==> config.mk <==
export PLATFORM = sky130hd
export DESIGN_NAME = adsr_envelope_gain
export DESIGN_NICKNAME = d
export VERILOG_FILES = /design/src/rtl/aeg_pkg.sv /design/src/rtl/adsr_envelope_gain.sv /design/src/rtl/aeg_fifo.sv /design/src/rtl/aeg_front.sv /design/src/rtl/aeg_back.sv
export SDC_FILE = /design/constraint.sdc
export NUM_CORES = 2
export LEC_CHECK = 0
export ABC_AREA = 1
export BUFFER_PORTS_ARGS = -buffer_cell sky130_fd_sc_hd__clkbuf_2
export CAP_MARGIN = 10
export CORE_MARGIN = 2
export CORE_UTILIZATION = 65
export DETAILED_ROUTE_END_ITERATION = 12
export PLACE_DENSITY = 0.82
export SYNTH_ARGS = -nofsm -noshare
export SYNTH_HDL_FRONTEND = slang
export SYNTH_HIERARCHICAL = 1
export SYNTH_SLANG_ARGS = --single-unit
==> constraint.sdc <==
create_clock -name clk -period 13 [get_ports clk]
set_input_delay 0.65 -clock clk [delete_from_list [all_inputs] [get_ports clk]]
set_output_delay 0.65 -clock clk [all_outputs]
set_load 0.005 [all_outputs]
==> src/rtl/aeg_pkg.sv <==
// ----------------------------------------------------------------------------
// aeg_pkg
// Shared types and constants for the ADSR envelope gain block: register
// indexes and reset values, MIDI decode constants, stage encoding.
// ----------------------------------------------------------------------------
package aeg_pkg;

  localparam int SAMPLE_BITS_DEF     = 24;
  localparam int LEVEL_FRAC_BITS_DEF = 23;

  localparam int CFG_W       = 24;
  localparam int CFG_IDX_W   = 2;
  localparam int TALLY_W     = 16;
  localparam int STAGE_W     = 3;
  localparam int MQ_DEPTH    = 4;
  localparam int OQ_DEPTH    = 4;

  localparam logic [CFG_IDX_W-1:0] CFG_ATTACK_STEP   = 2'd0;
  localparam logic [CFG_IDX_W-1:0] CFG_DECAY_STEP    = 2'd1;
  localparam logic [CFG_IDX_W-1:0] CFG_SUSTAIN_LEVEL = 2'd2;
  localparam logic [CFG_IDX_W-1:0] CFG_RELEASE_STEP  = 2'd3;

  localparam logic [CFG_W-1:0] ATTACK_STEP_RST   = 24'd8388;
  localparam logic [CFG_W-1:0] DECAY_STEP_RST    = 24'd4194;
  localparam logic [CFG_W-1:0] SUSTAIN_LEVEL_RST = 24'd4194304;
  localparam logic [CFG_W-1:0] RELEASE_STEP_RST  = 24'd4194;

  localparam logic [7:0] MIDI_TYPE_MASK = 8'hF0;
  localparam logic [7:0] MIDI_NOTE_ON   = 8'h90;
  localparam logic [7:0] MIDI_NOTE_OFF  = 8'h80;

  localparam logic [STAGE_W-1:0] CODE_ATTACK  = 3'd0;
  localparam logic [STAGE_W-1:0] CODE_DECAY   = 3'd1;
  localparam logic [STAGE_W-1:0] CODE_SUSTAIN = 3'd2;
  localparam logic [STAGE_W-1:0] CODE_RELEASE = 3'd3;
  localparam logic [STAGE_W-1:0] CODE_IDLE    = 3'd4;

  typedef enum logic [4:0] {
    ST_ATTACK  = 5'b00001,
    ST_DECAY   = 5'b00010,
    ST_SUSTAIN = 5'b00100,
    ST_RELEASE = 5'b01000,
    ST_IDLE    = 5'b10000
  } stage_t;

  typedef struct packed {
    logic [CFG_W-1:0] attack_step;
    logic [CFG_W-1:0] decay_step;
    logic [CFG_W-1:0] sustain_level;
    logic [CFG_W-1:0] release_step;
  } aeg_cfg_t;

  function automatic logic [STAGE_W-1:0] stage_code(input stage_t st);
    logic [STAGE_W-1:0] code;
    case (st)
      ST_ATTACK:  code = CODE_ATTACK;
      ST_DECAY:   code = CODE_DECAY;
      ST_SUSTAIN: code = CODE_SUSTAIN;
      ST_RELEASE: code = CODE_RELEASE;
      default:    code = CODE_IDLE;
    endcase
    return code;
  endfunction

endpackage

==> src/rtl/adsr_envelope_gain.sv <==
// ----------------------------------------------------------------------------
// adsr_envelope_gain
// Linear ADSR envelope that scales an audio stream by its level.
//
// Input channel (in_push / in_full): each item is an audio sample
// (in_operation 0) or a MIDI message (in_operation 1). MIDI items only update
// the note tally and produce no result; each sample produces one result.
// Result channel (out_empty / out_pop): scaled sample, stage and level after
// the step, oldest first.
// Configuration (cfg_we / cfg_index / cfg_wdata): attack step, decay step,
// sustain level, release step; registered writes, no read-back.
// Path: an accepted sample passes the sample queue, the multiply register
// and the result queue, in that order, before it reaches the result ports.
// Throughput: one item per cycle while in_full is low; each sample gets
// one envelope step and one multiply.
// Reset: registers return to their defaults, stage idle, level and tally zero,
// both queues empty. When the receiver stalls the result queue fills, then
// the product stage and sample queue, and in_full rises.
// ----------------------------------------------------------------------------
module adsr_envelope_gain #(
  parameter int SAMPLE_BITS     = aeg_pkg::SAMPLE_BITS_DEF,
  parameter int LEVEL_FRAC_BITS = aeg_pkg::LEVEL_FRAC_BITS_DEF
) (
  input  logic                              clk,
  input  logic                              rst_n,
  input  logic                              in_push,
  output logic                              in_full,
  input  logic                              in_operation,
  input  logic signed [SAMPLE_BITS-1:0]     in_sample_in,
  input  logic [7:0]                        in_midi_status,
  input  logic [6:0]                        in_midi_velocity,
  input  logic                              in_message_complete,
  output logic                              out_empty,
  input  logic                              out_pop,
  output logic signed [SAMPLE_BITS-1:0]     out_sample_out,
  output logic [aeg_pkg::STAGE_W-1:0]       out_stage_out,
  output logic [LEVEL_FRAC_BITS:0]          out_level_out,
  input  logic                              cfg_we,
  input  logic [aeg_pkg::CFG_IDX_W-1:0]     cfg_index,
  input  logic [aeg_pkg::CFG_W-1:0]         cfg_wdata
);
  import aeg_pkg::*;

  localparam int LW = LEVEL_FRAC_BITS + 1;
  localparam int QW = SAMPLE_BITS + STAGE_W + LW;

  aeg_cfg_t                    cfg_r;
  logic                        in_acc;
  logic                        f_push;
  logic signed [SAMPLE_BITS-1:0] f_sample, mq_sample, b_sample;
  logic [STAGE_W-1:0]          f_code, mq_code, b_code;
  logic [LW-1:0]               f_level, mq_level, b_level;
  logic [QW-1:0]               mq_wdata, mq_rdata, oq_wdata, oq_rdata;
  logic                        mq_empty, mq_pop;
  logic                        oq_full, oq_push;

  always_ff @(posedge clk) begin
    if (!rst_n) begin
      cfg_r.attack_step   <= ATTACK_STEP_RST;
      cfg_r.decay_step    <= DECAY_STEP_RST;
      cfg_r.sustain_level <= SUSTAIN_LEVEL_RST;
      cfg_r.release_step  <= RELEASE_STEP_RST;
    end else if (cfg_we) begin
      case (cfg_index)
        CFG_ATTACK_STEP:   cfg_r.attack_step   <= cfg_wdata;
        CFG_DECAY_STEP:    cfg_r.decay_step    <= cfg_wdata;
        CFG_SUSTAIN_LEVEL: cfg_r.sustain_level <= cfg_wdata;
        CFG_RELEASE_STEP:  cfg_r.release_step  <= cfg_wdata;
        default:           cfg_r <= cfg_r;
      endcase
    end
  end

  assign in_acc = in_push && !in_full;

  aeg_front #(
    .SAMPLE_BITS     (SAMPLE_BITS),
    .LEVEL_FRAC_BITS (LEVEL_FRAC_BITS)
  ) u_front (
    .clk           (clk),
    .rst_n         (rst_n),
    .cfg           (cfg_r),
    .item_vld      (in_acc),
    .item_op       (in_operation),
    .item_sample   (in_sample_in),
    .item_status   (in_midi_status),
    .item_velocity (in_midi_velocity),
    .item_complete (in_message_complete),
    .mq_push       (f_push),
    .mq_sample     (f_sample),
    .mq_code       (f_code),
    .mq_level      (f_level)
  );

  assign mq_wdata = {f_sample, f_code, f_level};
  assign {mq_sample, mq_code, mq_level} = mq_rdata;

  aeg_fifo #(
    .WIDTH (QW),
    .DEPTH (MQ_DEPTH)
  ) u_mq (
    .clk   (clk),
    .rst_n (rst_n),
    .push  (f_push),
    .wdata (mq_wdata),
    .full  (in_full),
    .pop   (mq_pop),
    .rdata (mq_rdata),
    .empty (mq_empty)
  );

  aeg_back #(
    .SAMPLE_BITS     (SAMPLE_BITS),
    .LEVEL_FRAC_BITS (LEVEL_FRAC_BITS)
  ) u_back (
    .clk       (clk),
    .rst_n     (rst_n),
    .mq_empty  (mq_empty),
    .mq_sample (mq_sample),
    .mq_code   (mq_code),
    .mq_level  (mq_level),
    .mq_pop    (mq_pop),
    .oq_full   (oq_full),
    .oq_push   (oq_push),
    .oq_sample (b_sample),
    .oq_code   (b_code),
    .oq_level  (b_level)
  );

  assign oq_wdata = {b_sample, b_code, b_level};
  assign {out_sample_out, out_stage_out, out_level_out} = oq_rdata;

  aeg_fifo #(
    .WIDTH (QW),
    .DEPTH (OQ_DEPTH)
  ) u_oq (
    .clk   (clk),
    .rst_n (rst_n),
    .push  (oq_push),
    .wdata (oq_wdata),
    .full  (oq_full),
    .pop   (out_pop),
    .rdata (oq_rdata),
    .empty (out_empty)
  );

endmodule

==> src/rtl/aeg_fifo.sv <==
// ----------------------------------------------------------------------------
// aeg_fifo
// Small register-based queue with push/full and pop/empty handshakes.
// ----------------------------------------------------------------------------
module aeg_fifo #(
  parameter int WIDTH = 8,
  parameter int DEPTH = 4
) (
  input  logic             clk,
  input  logic             rst_n,
  input  logic             push,
  input  logic [WIDTH-1:0] wdata,
  output logic             full,
  input  logic             pop,
  output logic [WIDTH-1:0] rdata,
  output logic             empty
);

  localparam int PTR_W = (DEPTH > 1) ? $clog2(DEPTH) : 1;
  localparam int CNT_W = $clog2(DEPTH + 1);

  logic [WIDTH-1:0] mem_r [DEPTH];
  logic [PTR_W-1:0] wr_ptr_r, rd_ptr_r;
  logic [CNT_W-1:0] count_r, count_nxt;
  logic             do_push, do_pop;

  assign full    = (count_r == CNT_W'(DEPTH));
  assign empty   = (count_r == '0);
  assign do_push = push && !full;
  assign do_pop  = pop && !empty;
  assign rdata   = mem_r[rd_ptr_r];

  always_comb begin
    count_nxt = count_r;
    if (do_push && !do_pop) begin
      count_nxt = count_r + 1'b1;
    end else if (do_pop && !do_push) begin
      count_nxt = count_r - 1'b1;
    end
  end

  always_ff @(posedge clk) begin
    if (!rst_n) begin
      wr_ptr_r <= '0;
      rd_ptr_r <= '0;
      count_r  <= '0;
    end else begin
      if (do_push) begin
        wr_ptr_r <= (wr_ptr_r == PTR_W'(DEPTH - 1)) ? '0 : wr_ptr_r + 1'b1;
      end
      if (do_pop) begin
        rd_ptr_r <= (rd_ptr_r == PTR_W'(DEPTH - 1)) ? '0 : rd_ptr_r + 1'b1;
      end
      count_r <= count_nxt;
    end
  end

  always_ff @(posedge clk) begin
    if (do_push) begin
      mem_r[wr_ptr_r] <= wdata;
    end
  end

endmodule

==> src/rtl/aeg_front.sv <==
// ----------------------------------------------------------------------------
// aeg_front
// Item front end: decodes MIDI messages into the note tally, applies the
// tally at each sample and steps the envelope, then queues the sample with
// its new stage and level.
// ----------------------------------------------------------------------------
module aeg_front #(
  parameter int SAMPLE_BITS     = aeg_pkg::SAMPLE_BITS_DEF,
  parameter int LEVEL_FRAC_BITS = aeg_pkg::LEVEL_FRAC_BITS_DEF
) (
  input  logic                            clk,
  input  logic                            rst_n,
  input  aeg_pkg::aeg_cfg_t               cfg,
  input  logic                            item_vld,
  input  logic                            item_op,
  input  logic signed [SAMPLE_BITS-1:0]   item_sample,
  input  logic [7:0]                      item_status,
  input  logic [6:0]                      item_velocity,
  input  logic                            item_complete,
  output logic                            mq_push,
  output logic signed [SAMPLE_BITS-1:0]   mq_sample,
  output logic [aeg_pkg::STAGE_W-1:0]     mq_code,
  output logic [LEVEL_FRAC_BITS:0]        mq_level
);
  import aeg_pkg::*;

  localparam int LW = LEVEL_FRAC_BITS + 1;
  localparam int AW = ((LW > CFG_W) ? LW : CFG_W) + 2;
  localparam logic [LW-1:0] LVL_ONE = {1'b1, {LEVEL_FRAC_BITS{1'b0}}};
  localparam logic signed [AW-1:0] ONE_X = AW'(LVL_ONE);
  localparam logic signed [2:0] DELTA_UP   = 3'sd1;
  localparam logic signed [2:0] DELTA_DOWN = -3'sd2;
  localparam logic signed [2:0] DELTA_NONE = 3'sd0;

  stage_t                     stage_r, stage_nxt, stage_a;
  logic [LW-1:0]              level_r, level_nxt, level_a;
  logic signed [TALLY_W-1:0]  tally_r, tally_nxt, tally_sat;
  logic signed [TALLY_W:0]    tally_sum;
  logic signed [2:0]          delta;
  logic [7:0]                 msg_type;
  logic signed [AW-1:0]       lvl_x, sus_raw, sus_x, atk_sum, dec_diff, rel_diff;
  logic                       tally_pos, tally_neg;

  assign msg_type  = item_status & MIDI_TYPE_MASK;
  assign tally_pos = !tally_r[TALLY_W-1] && (tally_r != '0);
  assign tally_neg = tally_r[TALLY_W-1];

  always_comb begin
    delta = DELTA_NONE;
    if (item_complete) begin
      if (msg_type == MIDI_NOTE_ON && item_velocity != '0) begin
        delta = DELTA_UP;
      end else if (msg_type == MIDI_NOTE_OFF || msg_type == MIDI_NOTE_ON) begin
        delta = DELTA_DOWN;
      end
    end
  end

  always_comb begin
    tally_sum = {tally_r[TALLY_W-1], tally_r} + (TALLY_W + 1)'(delta);
    if (tally_sum[TALLY_W] != tally_sum[TALLY_W-1]) begin
      tally_sat = tally_sum[TALLY_W] ? {1'b1, {(TALLY_W-1){1'b0}}}
                                     : {1'b0, {(TALLY_W-1){1'b1}}};
    end else begin
      tally_sat = tally_sum[TALLY_W-1:0];
    end
  end

  always_comb begin
    stage_a = stage_r;
    level_a = level_r;
    if (tally_pos) begin
      stage_a = ST_ATTACK;
      level_a = '0;
    end else if (tally_neg) begin
      stage_a = ST_RELEASE;
    end

    lvl_x    = AW'(level_a);
    sus_raw  = AW'(cfg.sustain_level);
    sus_x    = (sus_raw > ONE_X) ? ONE_X : sus_raw;
    atk_sum  = lvl_x + AW'(cfg.attack_step);
    dec_diff = lvl_x - AW'(cfg.decay_step);
    rel_diff = lvl_x - AW'(cfg.release_step);

    stage_nxt = stage_a;
    level_nxt = level_a;
    case (stage_a)
      ST_ATTACK: begin
        if (atk_sum >= ONE_X) begin
          level_nxt = LVL_ONE;
          stage_nxt = ST_DECAY;
        end else begin
          level_nxt = atk_sum[LW-1:0];
        end
      end
      ST_DECAY: begin
        if (dec_diff <= sus_x) begin
          level_nxt = sus_x[LW-1:0];
          stage_nxt = ST_SUSTAIN;
        end else begin
          level_nxt = dec_diff[LW-1:0];
        end
      end
      ST_RELEASE: begin
        if (rel_diff <= 0) begin
          level_nxt = '0;
          stage_nxt = ST_IDLE;
        end else begin
          level_nxt = rel_diff[LW-1:0];
        end
      end
      default: begin
        level_nxt = level_a;
      end
    endcase
  end

  always_comb begin
    tally_nxt = tally_r;
    if (item_vld) begin
      tally_nxt = item_op ? tally_sat : '0;
    end
  end

  always_ff @(posedge clk) begin
    if (!rst_n) begin
      stage_r <= ST_IDLE;
      level_r <= '0;
      tally_r <= '0;
    end else begin
      tally_r <= tally_nxt;
      if (item_vld && !item_op) begin
        stage_r <= stage_nxt;
        level_r <= level_nxt;
      end
    end
  end

  assign mq_push   = item_vld && !item_op;
  assign mq_sample = item_sample;
  assign mq_code   = stage_code(stage_nxt);
  assign mq_level  = level_nxt;

`ifndef SYNTH
  a_level_max: assert property (@(posedge clk) disable iff (!rst_n)
    level_r <= LVL_ONE)
    else $error("envelope level above one");

  a_idle_zero: assert property (@(posedge clk) disable iff (!rst_n)
    stage_r == ST_IDLE |-> level_r == '0)
    else $error("idle stage with nonzero level");

  a_tally_clear: assert property (@(posedge clk) disable iff (!rst_n)
    item_vld && !item_op |=> tally_r == '0)
    else $error("note tally not cleared by sample");
`endif

endmodule

==> src/rtl/aeg_back.sv <==
// ----------------------------------------------------------------------------
// aeg_back
// Gain back end: takes queued samples, multiplies by the envelope level in a
// registered stage and hands the scaled sample to the result queue.
// ----------------------------------------------------------------------------
module aeg_back #(
  parameter int SAMPLE_BITS     = aeg_pkg::SAMPLE_BITS_DEF,
  parameter int LEVEL_FRAC_BITS = aeg_pkg::LEVEL_FRAC_BITS_DEF
) (
  input  logic                            clk,
  input  logic                            rst_n,
  input  logic                            mq_empty,
  input  logic signed [SAMPLE_BITS-1:0]   mq_sample,
  input  logic [aeg_pkg::STAGE_W-1:0]     mq_code,
  input  logic [LEVEL_FRAC_BITS:0]        mq_level,
  output logic                            mq_pop,
  input  logic                            oq_full,
  output logic                            oq_push,
  output logic signed [SAMPLE_BITS-1:0]   oq_sample,
  output logic [aeg_pkg::STAGE_W-1:0]     oq_code,
  output logic [LEVEL_FRAC_BITS:0]        oq_level
);
  import aeg_pkg::*;

  localparam int LW = LEVEL_FRAC_BITS + 1;
  localparam int PW = SAMPLE_BITS + LW + 1;

  logic                      p_vld_r, p_vld_nxt;
  logic signed [PW-1:0]      prod_r;
  logic [STAGE_W-1:0]        code_r;
  logic [LW-1:0]             level_r;
  logic                      advance;
  logic signed [PW-1:0]      prod_sh;

  assign advance = !p_vld_r || !oq_full;
  assign mq_pop  = advance && !mq_empty;
  assign oq_push = p_vld_r && !oq_full;

  always_comb begin
    p_vld_nxt = p_vld_r;
    if (advance) begin
      p_vld_nxt = !mq_empty;
    end
  end

  always_ff @(posedge clk) begin
    if (!rst_n) begin
      p_vld_r <= 1'b0;
    end else begin
      p_vld_r <= p_vld_nxt;
    end
  end

  always_ff @(posedge clk) begin
    if (mq_pop) begin
      prod_r  <= PW'(mq_sample) * $signed({1'b0, mq_level});
      code_r  <= mq_code;
      level_r <= mq_level;
    end
  end

  assign prod_sh   = prod_r >>> LEVEL_FRAC_BITS;
  assign oq_sample = (code_r == CODE_IDLE) ? '0 : prod_sh[SAMPLE_BITS-1:0];
  assign oq_code   = code_r;
  assign oq_level  = level_r;

`ifndef SYNTH
  a_hold_stalled: assert property (@(posedge clk) disable iff (!rst_n)
    p_vld_r && oq_full |=> p_vld_r && $stable(prod_r))
    else $error("product stage dropped a stalled item");

  a_no_pop_stalled: assert property (@(posedge clk) disable iff (!rst_n)
    p_vld_r && oq_full |-> !mq_pop)
    else $error("queue popped while product stage stalled");

  a_fill_after_pop: assert property (@(posedge clk) disable iff (!rst_n)
    mq_pop |=> p_vld_r)
    else $error("popped item missing from product stage");
`endif

endmodule

Word-level counts from Yosys, hierarchy flattened
Memories as Yosys holds them, arrays and structs flattened. A register that Yosys moved wholly into a read port is not among the register bits.
Cells that the tools add are included.
- flip-flop bits (word level): 230
- memory bits (writable): 408
- input bits: 72
- output and inout port bits: 53
- logic and storage cells: 130
- memories kept: 2
- $add $sub $neg: 12
- $mul: 1
- magnitude comparators: 4
- equality and inequality tests: 20
- mux-type cells: 36
- reduce and logical (&&, ||, !) cells: 38
- memories (name ; words ; width ; read ports ; clocked after memory_dff ; wr ports ; line ; RTL):
    u_mq.mem_r ; 4 ; 51 ; 1 ; 1 ; 1 ; aeg_fifo.sv:22 ; logic [WIDTH-1:0] mem_r [DEPTH];
    u_oq.mem_r ; 4 ; 51 ; 1 ; 1 ; 1 ; aeg_fifo.sv:22 ;
- operator list (cell ; number):
    2-to-1 mux 24 bit ; 6
    one-hot mux 24 bit (3 select lines) ; 1
    subtractor 24 x 24 -> 25 bit ; 2
    2-to-1 mux 16 bit ; 3
    multiplier 24 x 25 -> 47 bit ; 1
    greater-or-equal comparator 26 x 25 -> 1 bit (second input constant) ; 1
    less-or-equal comparator 26 bit ; 1
    adder 24 x 24 -> 25 bit ; 1
    less-or-equal comparator 25 x 1 -> 1 bit (second input constant) ; 1
    2-to-1 mux 5 bit ; 5
    greater-than comparator 24 bit (second input constant) ; 1
    2-to-1 mux 3 bit ; 7
    adder 16 x 3 -> 17 bit ; 1
    2-to-1 mux 2 bit ; 8
    nonzero test 16 bit ; 1
    one-hot mux 5 bit (3 select lines) ; 1
    logical AND 1 bit ; 14
    == test 2 bit (second input constant) ; 6
    one-hot mux 3 bit (4 select lines) ; 1
    logical NOT 1 bit ; 11
    == test 5 x 1 -> 1 bit (second input constant) ; 2
    == test 5 x 2 -> 1 bit (second input constant) ; 2
    == test 5 x 4 -> 1 bit (second input constant) ; 2
    == test 3 bit (second input constant) ; 3
    14 further kinds ; 29

Depth between registers and ports, before layout
- depth in word-level cells: 9
- depth in mapped cells: 42
- mapped depth without buffers: 40

By module
Netlist, hierarchy kept.
- by module, submodules not included (module ; times used ; cells an instance ; area an instance (um^2) ; seq. area each (um^2)):
    aeg_back ; 1 ; 2752 ; 21584.5 ; 1551.5
    aeg_fifo ; 2 ; 565 ; 8090.3 ; 6306.0
    aeg_front ; 1 ; 1510 ; 9067.4 ; 900.9
    adsr_envelope_gain ; 1 ; 595 ; 3950.0 ; 1921.8

Worst setup path after synthesis
No wires, ideal clock.
- kind: reg2reg
- start: register with a tool-made name
- end: register u_back.prod_r[38] (data pin)
- setup time: 253 ps
- arrival: 6429 ps
- data required time: 12747 ps
- path slack: 6318 ps
- cell stages (with the launch flop): 28
- buffers on the path: 3
- period minus slack after synthesis: 6682 ps
- cell sequence: dfxtp_1 > inv_2 > buf_6 > buf_6 > nor2_1 > o22ai_1 > clkbuf_1 > nor2_1 > fa_1 > inv_1 > fa_1 > fa_1 > inv_1 > fa_1 > fa_1 > fa_1 > inv_1 > fa_1 > inv_1 > ha_1 > nand2_1 > inv_1 > a21oi_1 > o21ai_0 > a21boi_0 > nand3_1 > nand2_1 > nand2_1
- RTL lines (item ; line ; RTL):
    end signal: assignment ; aeg_back.sv:56 ; prod_r <= PW'(mq_sample) * $signed({1'b0, mq_level});
    end: declaration ; aeg_back.sv:29 ; logic signed [PW-1:0] prod_r;

==> flow_metrics.tcl <==
set metrics [dict create \
    initial_core_util_pct 65.66 \
    cts_tree "built" \
    post_dp_cell_area_um2 52310 \
    crit_reg_reg_endpoint "u_back/prod_r[40]" \
    r2r_setup_slack_ns 3.97 \
    post_cts_hold_buffers 0 \
    hold_path_end "u_mq/mem_r[3][29]" \
    clkSlewWorstSetupHoldPaths_ns 0.06 \
    layout-drive-gt1-share_pct 7.612 \
    cts_setup_buffers 0 \
    relSlewSlack_pct 28.81 \
    drc 0 \
    finalSetupViolCount 0 \
    mostFrequentLayoutCells "1274 x sky130_fd_sc_hd__nand2_1, 1231 x sky130_fd_sc_hd__inv_1, 669 x sky130_fd_sc_hd__nor2_1" \
    totalWireLength_mm 130.9 \
    fin_setup_tns_ns 0 \
    finalCritPeriodShare_pct 69.48 \
    first_global_vias 40320 \
    post-route-cell-area_um2 54300 \
    crit_required_ns 13.40 \
    layout_commonest_cell "sky130_fd_sc_hd__nand2_1" \
    gpl.final_weighted_congestion 1.003 \
    clock_path_buffers 3 \
    worstSetupPathType "reg -> reg" \
    crit_path_frequent_cell "sky130_fd_sc_hd__fa_1" \
    grt_usage_pct 32.79 \
    average_cell_area_after_synthesis_um2 8.482 \
    finish.net_count 6857 \
    critical_path.endpoint_type "flip-flop" \
    r2r.worst_path.cells 27 \
    cts-buffers-inserted 61 \
    gr-total-overflow 0 \
    dp_hpwl_mm 94.94 \
    hold_path_class "in -> reg" \
    fp.coreArea_um2 77340 \
    critical_path_peak_fanout 53 \
    status "complete, no violations" \
    number_of_synthesized_flops_with_an_enable_pin 459 \
    clock_sinks 619 \
    routed_via_density 5.637 \
    htreeDepth 2 \
    min_from "in_sample_in[2]" \
    cp_slowest_cell "sky130_fd_sc_hd__dfxtp_4" \
    layout_skew_ns 0.03430 \
    postSynthRegisterBits 619 \
    timing_hold_violations_final 0 \
    grt_max_degree 103 \
    ios 125 \
    root_buf_cell "sky130_fd_sc_hd__clkbuf_16" \
    wire_length_of_the_first_global_routing_pass_mm 209.0 \
    critical-path-max-stage-delay_ns 0.58 \
    io_buffers 120 \
    antenna_found_initial 6 \
    floorplan_die_area_um2 80380 \
    max_cap_violations 0 \
    worst_hold_path.num_cells 1 \
    drt_first_iter_violations 3506 \
    ys_types 58 \
    yosysWarningCount 6 \
    dr_total_vias 39940 \
    post_synth_inst_count 5987 \
    wl_per_cell_um 18.47 \
    finalCriticalPeriod_ns 9.033 \
    fp.dieW_um 283.5 \
    cp-start-kind "flip-flop" \
    unrepaired_setup_endpoints_after_global_routing "false" \
    final_max_slew_viol_count 0 \
    synth-seq-area-share_pct 33.45 \
    ant_nets 0 \
    worst_path_dominant_cell_family "adder cells" \
    clk-insertion-delay-late_ns 0.67 \
    worst-endpoint-arrival_ns 9.43 \
    syn2layout_area_growth_pct 6.931 \
    die_h_um 283.5 \
    synthArstFlopShare_pct 0 \
    first_pass_iters 6 \
    synth_ff_type "sky130_fd_sc_hd__edfxtp_1" \
    fp-row-count 102 \
    max_slew.worst_pin.slew_ns 1.068 \
    mappedNetlistNets 6852 \
    post_cts_resize_count 0 \
    synth_area_um2 50780 \
    fmaxAchievable_mhz 110.7 \
    critical_path.n_buffers_inverters 7 \
]
==> sequential cells by signal, indices dropped and copies added (netlist names), 3 cells and up, named ones only <==
name / count
u_mq/mem_r: 204
u_oq/mem_r: 204
cfg_r: 96
u_back/oq_level: 24
u_back/prod_r: 24
u_front/level_r: 24
u_front/tally_r: 16
u_front/stage_r: 5
u_back/oq_code: 3
u_mq/count_r: 3
u_oq/count_r: 3
==> per-stage QoR <==
step / std cells / hold slack (ns) / util (%) / worst slack [ns]
floorplan: 5987 / 0.4289 / - / 6.318
global placement: 6968 / 0.4393 / 67.63 / 4.295
detailed placement: 6968 / 0.4491 / 67.63 / 4.278
CTS: 7082 / 0.1646 / 70.19 / 4.196
global route: 7086 / 0.1925 / 70.21 / 3.649
finish: 7086 / 0.2006 / 70.21 / 3.967
==> layout make-up <==
type	count	area [um2]
repair buffers	197	1181
well taps	1040	1301
inverters	1240	4654
clock buffers	83	1639
fillers	5894	23040
diodes	3	7.507
clock inverters	31	341.6
flip-flops and latches	619	16990
multi-input cells	3873	28190
==> metal layers <==
metal	part of all wire [%]	up-vias	routed length [um]	track usage (%)
met5	0.0099	-	13	0
met1	40	19080	51720	43.97
met2	47	1869	61950	54.03
li1	-	18660	-	-
met3	9.4	330	12350	5.812
met4	3.7	2	4817	11.59
==> how the worst max path moves through the flow <==
stage                     depth (start not counted)                end      start
after global placement                           24  u_back/prod_r[38]  flip-flop
after floorplan                                  27  u_back/prod_r[38]  flip-flop
after detailed placement                         24  u_back/prod_r[38]  flip-flop
after CTS                                        28  u_back/prod_r[40]  flip-flop
final                                            27  u_back/prod_r[40]  flip-flop
after global routing                             27  u_back/prod_r[40]  flip-flop
==> cells in the mapped netlist, types with 11 or more instances <==
| library cell | instances | area share [%] |
|---|---|---|
| sky130_fd_sc_hd__a21o_1 | 14 | 0.21 |
| sky130_fd_sc_hd__a21oi_1 | 217 | 2.1 |
| sky130_fd_sc_hd__buf_2 | 29 | 0.29 |
| sky130_fd_sc_hd__buf_4 | 46 | 0.68 |
| sky130_fd_sc_hd__buf_6 | 30 | 0.67 |
| sky130_fd_sc_hd__clkbuf_1 | 140 | 1.0 |
| sky130_fd_sc_hd__dfxtp_1 | 160 | 6.3 |
| sky130_fd_sc_hd__edfxtp_1 | 459 | 27 |
| sky130_fd_sc_hd__fa_1 | 487 | 19 |
| sky130_fd_sc_hd__ha_1 | 306 | 7.5 |
| sky130_fd_sc_hd__inv_1 | 1231 | 9.1 |
| sky130_fd_sc_hd__nand2_1 | 1274 | 9.4 |
| sky130_fd_sc_hd__nand2_2 | 13 | 0.16 |
| sky130_fd_sc_hd__nand3_1 | 122 | 1.2 |
| sky130_fd_sc_hd__nand3_2 | 11 | 0.22 |
| sky130_fd_sc_hd__nand3b_1 | 11 | 0.16 |
| sky130_fd_sc_hd__nand4_1 | 48 | 0.59 |
| sky130_fd_sc_hd__nand4_2 | 25 | 0.62 |
| sky130_fd_sc_hd__nor2_1 | 677 | 5.0 |
| sky130_fd_sc_hd__nor3_1 | 27 | 0.27 |
| sky130_fd_sc_hd__nor4_1 | 21 | 0.26 |
| sky130_fd_sc_hd__o211ai_2 | 12 | 0.30 |
| sky130_fd_sc_hd__o21ai_0 | 204 | 2.0 |
| sky130_fd_sc_hd__o21ai_1 | 123 | 1.2 |
| sky130_fd_sc_hd__o21bai_1 | 15 | 0.22 |
| sky130_fd_sc_hd__o22ai_1 | 102 | 1.3 |
| sky130_fd_sc_hd__or2_2 | 18 | 0.22 |
| sky130_fd_sc_hd__xnor2_1 | 29 | 0.50 |
| sky130_fd_sc_hd__xor2_1 | 43 | 0.74 |
==> cell families after synthesis <==
| family | Yosys count | share of synthesized area, % |
|---|---|---|
| AOI/OAI and AO/OA | 732 | 8.039 |
| xor gates and xnor gates | 72 | 1.242 |
| adders and majority gates | 793 | 26.74 |
| buffers and inverters | 1495 | 11.92 |
| DFF | 619 | 33.45 |
| and+or+nand+nor | 2276 | 18.62 |
Power is left out: the tool's default activity adds up to more than one toggle a clock period on the data nets, which glitch-free logic cannot reach.
